## config.mk

```make
export PLATFORM = sky130hd
export DESIGN_NAME = tcmesi_rem
export DESIGN_NICKNAME = d
export VERILOG_FILES = /design/src/rtl/tcmesi_pkg.sv /design/src/rtl/tcmesi_rem.sv
export SDC_FILE = /design/constraint.sdc
export NUM_CORES = 1
export LEC_CHECK = 0
export ABC_AREA = 0
export ABC_CLOCK_PERIOD_IN_PS = 12730
export BUFFER_PORTS_ARGS = -buffer_cell sky130_fd_sc_hd__clkbuf_2
export CAP_MARGIN = 0
export CORE_MARGIN = 3
export CORE_UTILIZATION = 55
export DETAILED_ROUTE_END_ITERATION = 10
export GPL_ROUTABILITY_DRIVEN = 0
export PLACE_DENSITY_LB_ADDON = 0.15
export SLEW_MARGIN = 20
export SYNTH_ARGS = -nofsm -noshare
export SYNTH_HDL_FRONTEND = slang
export SYNTH_SLANG_ARGS = --single-unit
```

## constraint.sdc

```tcl
create_clock -name clk -period 12.73 [get_ports clk]
set_input_delay 1.273 -clock clk [delete_from_list [all_inputs] [get_ports clk]]
set_output_delay 1.273 -clock clk [all_outputs]
set_load 0.01 [all_outputs]
```

## src/rtl/tcmesi_pkg.sv

```systemverilog
package tcmesi_pkg;

    localparam int MAX_SETS_DEF   = 256;
    localparam int WAYS_DEF       = 8;
    localparam int ADDR_WIDTH_DEF = 32;

    localparam int CFG_IDX_W  = 3;
    localparam int CFG_DATA_W = 16;

    // Width of the shared remainder unit.
    localparam int REM_W = 16;

    localparam logic [15:0] LFSR_TAPS = 16'hB400;

    localparam logic       COHERENT_RST = 1'b1;
    localparam logic [4:0] OFFSET_RST   = 5'd5;
    localparam logic [3:0] INDEX_RST    = 4'd8;
    localparam logic [3:0] WAYS_RST     = 4'd8;
    localparam logic [15:0] SEED_RST    = 16'd1;

    typedef enum logic [CFG_IDX_W-1:0] {
        CFG_COHERENT = 3'd0,
        CFG_OFFSET   = 3'd1,
        CFG_INDEX    = 3'd2,
        CFG_WAYS     = 3'd3,
        CFG_SEED     = 3'd4
    } cfg_idx_t;

    typedef enum logic [1:0] {
        LS_I = 2'd0,
        LS_S = 2'd1,
        LS_E = 2'd2,
        LS_M = 2'd3
    } line_st_t;

    typedef struct packed {
        logic        command;
        logic        requester;
        logic [31:0] address;
    } req_t;

    typedef struct packed {
        logic        hit;
        logic [1:0]  requester_state;
        logic [1:0]  peer_state;
        logic [2:0]  way_used;
        logic [31:0] hit_count;
        logic [31:0] miss_count;
    } res_t;

endpackage

```

## src/rtl/tcmesi_rem.sv

```systemverilog
module tcmesi_rem
(
    input  logic                        clk,
    input  logic                        rst_n,
    input  logic                        start,
    input  logic [tcmesi_pkg::REM_W-1:0] dividend,
    input  logic [tcmesi_pkg::REM_W-1:0] divisor,
    output logic                        done,
    output logic [tcmesi_pkg::REM_W-1:0] remainder
);

    localparam int W = tcmesi_pkg::REM_W;

    logic         active_reg;
    logic [1:0]   cnt_reg;
    logic         done_reg;
    logic [W-1:0] shift_reg;
    logic [W-1:0] div_reg;
    logic [W-1:0] rem_reg;
    logic [W-1:0] rem_next;

    // Four restoring steps per cycle, most significant dividend bits first.
    function automatic logic [W-1:0] step4(logic [W-1:0] r, logic [3:0] bits,
                                           logic [W-1:0] d);
        logic [W:0]   t;
        logic [W-1:0] acc;
        acc = r;
        for (int k = 3; k >= 0; k--)
        begin
            t = {acc, bits[k]};
            if (t >= {1'b0, d})
            begin
                t = t - {1'b0, d};
            end
            acc = t[W-1:0];
        end
        return acc;
    endfunction

    assign rem_next  = step4(rem_reg, shift_reg[W-1 -: 4], div_reg);
    assign done      = done_reg;
    assign remainder = rem_reg;

    always_ff @(posedge clk or negedge rst_n)
    begin
        if (!rst_n)
        begin
            active_reg <= 1'b0;
            cnt_reg    <= '0;
            done_reg   <= 1'b0;
        end
        else
        begin
            done_reg <= 1'b0;
            if (start)
            begin
                active_reg <= 1'b1;
                cnt_reg    <= '0;
            end
            else if (active_reg)
            begin
                cnt_reg <= cnt_reg + 2'd1;
                if (cnt_reg == 2'd3)
                begin
                    active_reg <= 1'b0;
                    done_reg   <= 1'b1;
                end
            end
        end
    end

    always_ff @(posedge clk)
    begin
        if (start)
        begin
            shift_reg <= dividend;
            div_reg   <= divisor;
            rem_reg   <= '0;
        end
        else if (active_reg)
        begin
            shift_reg <= {shift_reg[W-5:0], 4'd0};
            rem_reg   <= rem_next;
        end
    end

    as_no_restart: assert property (@(posedge clk) disable iff (!rst_n)
        active_reg |-> !start)
        else $error("remainder unit restarted while working");

endmodule

```

* Word level (Yosys, flattened, before mapping)
Index checks and enable logic that the tools add are counted.
Word-level totals: word-level logic and storage cells 31, output and inout port bits 17, input bits 35, flip-flop bits (word level) 52
Operators by class: reduce and logical (&&, ||, !) cells 1, mux-type cells 14, eq/ne operators 1, add/subtract/negate cells 5, magnitude comparators 4
Operators by type and width (count):
- two-way mux 16 bit | 6
- >= comparator 17 x 16 -> 1 bit | 4
- subtractor 16 bit | 4
- two-way mux 1 bit | 6
- two-way mux 2 bit | 2
- adder 2 x 1 -> 2 bit (second input constant) | 1
- == test 2 bit (second input constant) | 1
- nonzero test 2 bit | 1

* Longest topological paths before layout
word-level depth 8, depth in mapped cells 44, gate-level depth less buffers 40

* Least setup slack after synthesis
No wires, ideal clock.
path kind register to register, start register div_reg[1], end register rem_reg[1], in the netlist remainder[1], arrival 9.635 ns, stages on the path, launching flop included 44, path buffers 5, clock period less this slack 9.729 ns, library setup time 0.093 ns, data required time 12.637 ns, slack 3.001 ns, cell sequence edfxtp_1 inv_1 ha_1 nor2b_1 o31a_1 o22a_4 o31ai_4 nand2_1 clkbuf_1 mux2_2 ha_1 a21oi_1 o211ai_1 a211oi_1 a21boi_0 o21bai_1 a211oi_4 buf_4 [... 8 more ...] nand3_1 and2_1 o31a_1 buf_2 buf_2 mux2i_1 ha_1 nor2b_1 o21a_1 o21ai_0 a211oi_1 o41ai_1 a21oi_1 a211o_1 a211oi_2 buf_2 nand4_1 o311ai_2
On the way: word-level cells in the longest chain between the ends 8, elaborated cells between the ends (all ways) 12, classes of those cells add/sub: 4; order compare: 4; mux: 4
RTL lines:
- start, declared | RTL line tcmesi_rem.sv:18 | logic [W-1:0] div_reg;
- start signal, assigned | RTL line tcmesi_rem.sv:77 | div_reg <= divisor;
- subtractor 16 bit or >= comparator 17 x 16 -> 1 bit (tied branches) | RTL line tcmesi_rem.sv:33, tcmesi_rem.sv:31
- two-way mux 16 bit | RTL line tcmesi_rem.sv:31 | if (t >= {1'b0, d})
- subtractor 16 bit or >= comparator 17 x 16 -> 1 bit (tied branches) | RTL line tcmesi_rem.sv:33, tcmesi_rem.sv:31
- two-way mux 16 bit | RTL line tcmesi_rem.sv:31
- >= comparator 17 x 16 -> 1 bit or subtractor 16 bit (tied branches) | RTL line tcmesi_rem.sv:31, tcmesi_rem.sv:33
- two-way mux 16 bit | RTL line tcmesi_rem.sv:31
- subtractor 16 bit or >= comparator 17 x 16 -> 1 bit (tied branches) | RTL line tcmesi_rem.sv:33, tcmesi_rem.sv:31
- two-way mux 16 bit * | RTL line tcmesi_rem.sv:31
- end signal, assigned | RTL line tcmesi_rem.sv:83 | rem_reg <= rem_next;
- end, declared | RTL line tcmesi_rem.sv:19 | logic [W-1:0] rem_reg;
Every way passes the cells marked *; elsewhere a longest branch is shown, timed or not. A chain may end at the register's enable or synchronous reset.

* Worst setup path after layout
start register div_reg[1], end register rem_reg[13], in the netlist remainder[13]
On the way: word-level cells in the longest chain between the ends 8, elaborated cells between the ends (all ways) 12, classes of those cells add/sub: 4; order compare: 4; mux: 4
RTL lines (RTL line):
- subtractor 16 bit or >= comparator 17 x 16 -> 1 bit (tied branches) | tcmesi_rem.sv:33, tcmesi_rem.sv:31
- two-way mux 16 bit | tcmesi_rem.sv:31
- subtractor 16 bit or >= comparator 17 x 16 -> 1 bit (tied branches) | tcmesi_rem.sv:33, tcmesi_rem.sv:31
- two-way mux 16 bit | tcmesi_rem.sv:31
- subtractor 16 bit or >= comparator 17 x 16 -> 1 bit (tied branches) | tcmesi_rem.sv:33, tcmesi_rem.sv:31
- two-way mux 16 bit | tcmesi_rem.sv:31
- subtractor 16 bit or >= comparator 17 x 16 -> 1 bit (tied branches) | tcmesi_rem.sv:33, tcmesi_rem.sv:31
- two-way mux 16 bit * | tcmesi_rem.sv:31
Marked as above.

==> results.json <==
{
  "cpMostUsedCell": "ha_1",
  "start_kind": "flip-flop",
  "cts_root_buf": "clkbuf_8",
  "end_kind": "flip-flop",
  "routed_wl_mm": 15.9,
  "grt_pass1_vias": 5445,
  "syn_avg_cell_area_um2": 8.90,
  "rsz0062_at_grt": "false",
  "hpwlAfterDp_mm": 12.8,
  "synth.distinct_cells": 67,
  "rr_worst_depth": 37,
  "ant_nets": 0,
  "first_pass_iters": 5,
  "rr_startpoint": "div_reg[1]",
  "drive_gt1_share_pct": 18.5,
  "hold_buffers": 0,
  "vias": 5330,
  "grt_max_degree": 55,
  "portBuffers": 51,
  "slew_headroom_pct": 41.4,
  "clkSinkCount": 52,
  "clkLatencyLatePin_ns": 0.32,
  "regToRegEndpoint": "remainder[13]",
  "ff_latch_area_um2": 1380,
  "numCtsBuffers": 5,
  "multi_input_area_um2": 4140,
  "initialDrtViolationCount": 483,
  "crit_path_end": "remainder[13]",
  "ys_warn_count": 0,
  "setup_violations": 0,
  "hold_violations": 0,
  "cpPeakStageDelay_ns": 0.71,
  "status": "finished, final reports clean",
  "area_growth_pct": 8.01,
  "drv_slew": 0,
  "tns_ns": 0,
  "wire_per_inst_um": 19.2,
  "yosysSeqAreaShare_pct": 24.0,
  "worstPathMaxFanout": 16,
  "finalCritPeriodShare_pct": 90.1,
  "synth_cells": 646,
  "worstPathRequired_ns": 12.89,
  "synth_edf_count": 32,
  "drc": 0,
  "path_clk_slew_ns": 0.10,
  "skew_ns": 0.0128,
  "cts_tree": "yes",
  "diodes": 0,
  "max_slew.worst_pin.slew_ns": 0.876,
  "nNetsFinal": 796,
  "reg2reg_slack_ns": 1.26,
  "criticalPathCategory": "flip-flop to flip-flop",
  "die_area_um2": 11700,
  "grt-ovfl-total": 0,
  "die_w_um": 108,
  "netlist_area_um2": 5750,
  "antenna_found_initial": 0,
  "cts.path.max_buffers": 2,
  "core.rowCount": 36,
  "ios": 52,
  "async_reset_ff_share_pct": 7.69,
  "viasPerCell": 6.45,
  "start_util_pct": 57.8,
  "htree_levels": 2,
  "grt_usage_pct": 28.0,
  "core_um2": 9950,
  "arrival_ns": 11.63,
  "critPathLaunch": "div_reg[1]",
  "cts_setup_buffers": 0,
  "ys.flop_type": "edfxtp_1",
  "synth_seq_cells": 52,
  "synth_fp_nets": 750,
  "cp_slowest_cell": "a211oi_4",
  "worstHoldPathType": "flip-flop to flip-flop",
  "max-cap-violations": 0,
  "grt_pass1_wl_mm": 25.9,
  "max_freq_mhz": 87.2,
  "post_cts_resized": 0,
  "nFillCells": 880,
  "fin_crit_ns": 11.47,
  "die_y_um": 108
}
worst max-delay path, delay by kind of cell, from the launching register on:
kind	cells	cell delay, ns
AOI/OAI and AO/OA	21	5.85
adders and majority gates	4	1.35
buffers and inverters	2	0.54
DFF	1	0.47
muxes	3	1.26
and+or+nand+nor	7	1.86
Yosys cell counts (14+ instances only):
cell | count | area (um2)
mux2_2 | 42 | 473
a21oi_1 | 41 | 205
nor3_1 | 19 | 95.1
edfxtp_1 | 32 | 961
nand2_1 | 35 | 131
xnor2_1 | 35 | 307
nand3_1 | 23 | 115
o21ai_0 | 24 | 120
dfxtp_1 | 16 | 320
nor2_1 | 39 | 146
ha_1 | 65 | 813
inv_1 | 41 | 154
o21a_1 | 14 | 105
nand4_1 | 20 | 125
stage by stage:
step / instance area [um2] / std cells / hold slack [ns] / utilization, % / setup slack [ns]
CTS: 6210 / 826 / 0.551 / 62.4 / 1.34
detailed placement: 6130 / 818 / 0.529 / 61.5 / 1.40
finish: 6210 / 826 / 0.546 / 62.4 / 1.26
global placement: 6130 / 818 / 0.508 / 61.5 / 1.86
global route: 6210 / 826 / 0.578 / 62.4 / 0.226
floorplan: 5750 / 646 / 0.490 / - / 3.00
cells by family after synthesis:
kind of cell    synth area share [%]
compound gates                  21.3
xor+xnor                        7.00
fa+ha+maj                       15.5
buf+inv                         4.02
flops                           24.0
mux                             9.96
simple gates                    18.1
worst min-delay path by stage:
stage / cells past startpoint / start / slack (ns) / end
floorplan: 2 / cnt_reg[1] / 0.49 / cnt_reg[1]
global placement: 2 / cnt_reg[1] / 0.51 / cnt_reg[1]
detailed placement: 2 / cnt_reg[1] / 0.53 / cnt_reg[1]
CTS: 2 / cnt_reg[1] / 0.55 / cnt_reg[1]
global route: 1 / shift_reg[5] / 0.58 / shift_reg[9]
finish: 2 / cnt_reg[1] / 0.55 / cnt_reg[1]
per-layer routing:
metal	vias up	part of all wire [%]	GRT usage, %	wire length [um]
met1	2515	41	36.2	6550
met4	0	2.9	9.65	458
li1	2520	-	-	-
met2	249	47	48.3	7530
met3	46	8.4	3.64	1340
met5	-	0	0	0
layout make-up:
type	count	share of cell area [%]
multi-input cells	537	66.6
clock inverters	2	0.222
clock buffers	6	1.17
well taps	133	2.68
repair buffers	55	4.59
inverters	41	2.48
flip-flops and latches	52	22.2
placed cells by master (no fill, tap or decap), drive strengths merged, types with 9 or more instances in the layout:
cell type and n:
ha 65, clkbuf 57, mux2 42, inv 42, a21oi 41, nor2 39
nand2 35, xnor2 35, edfxtp 32, o21ai 24, nand3 23, nand4 20
nor3 20, dfxtp 16, o21a 14, o211ai 13, a21o 12, xor2 11
nor2b 10, mux2i 10, and3 9, a211oi 9
Power is left out: the tool's default activity adds up to more than one toggle a clock period on the data nets, which glitch-free logic cannot reach.
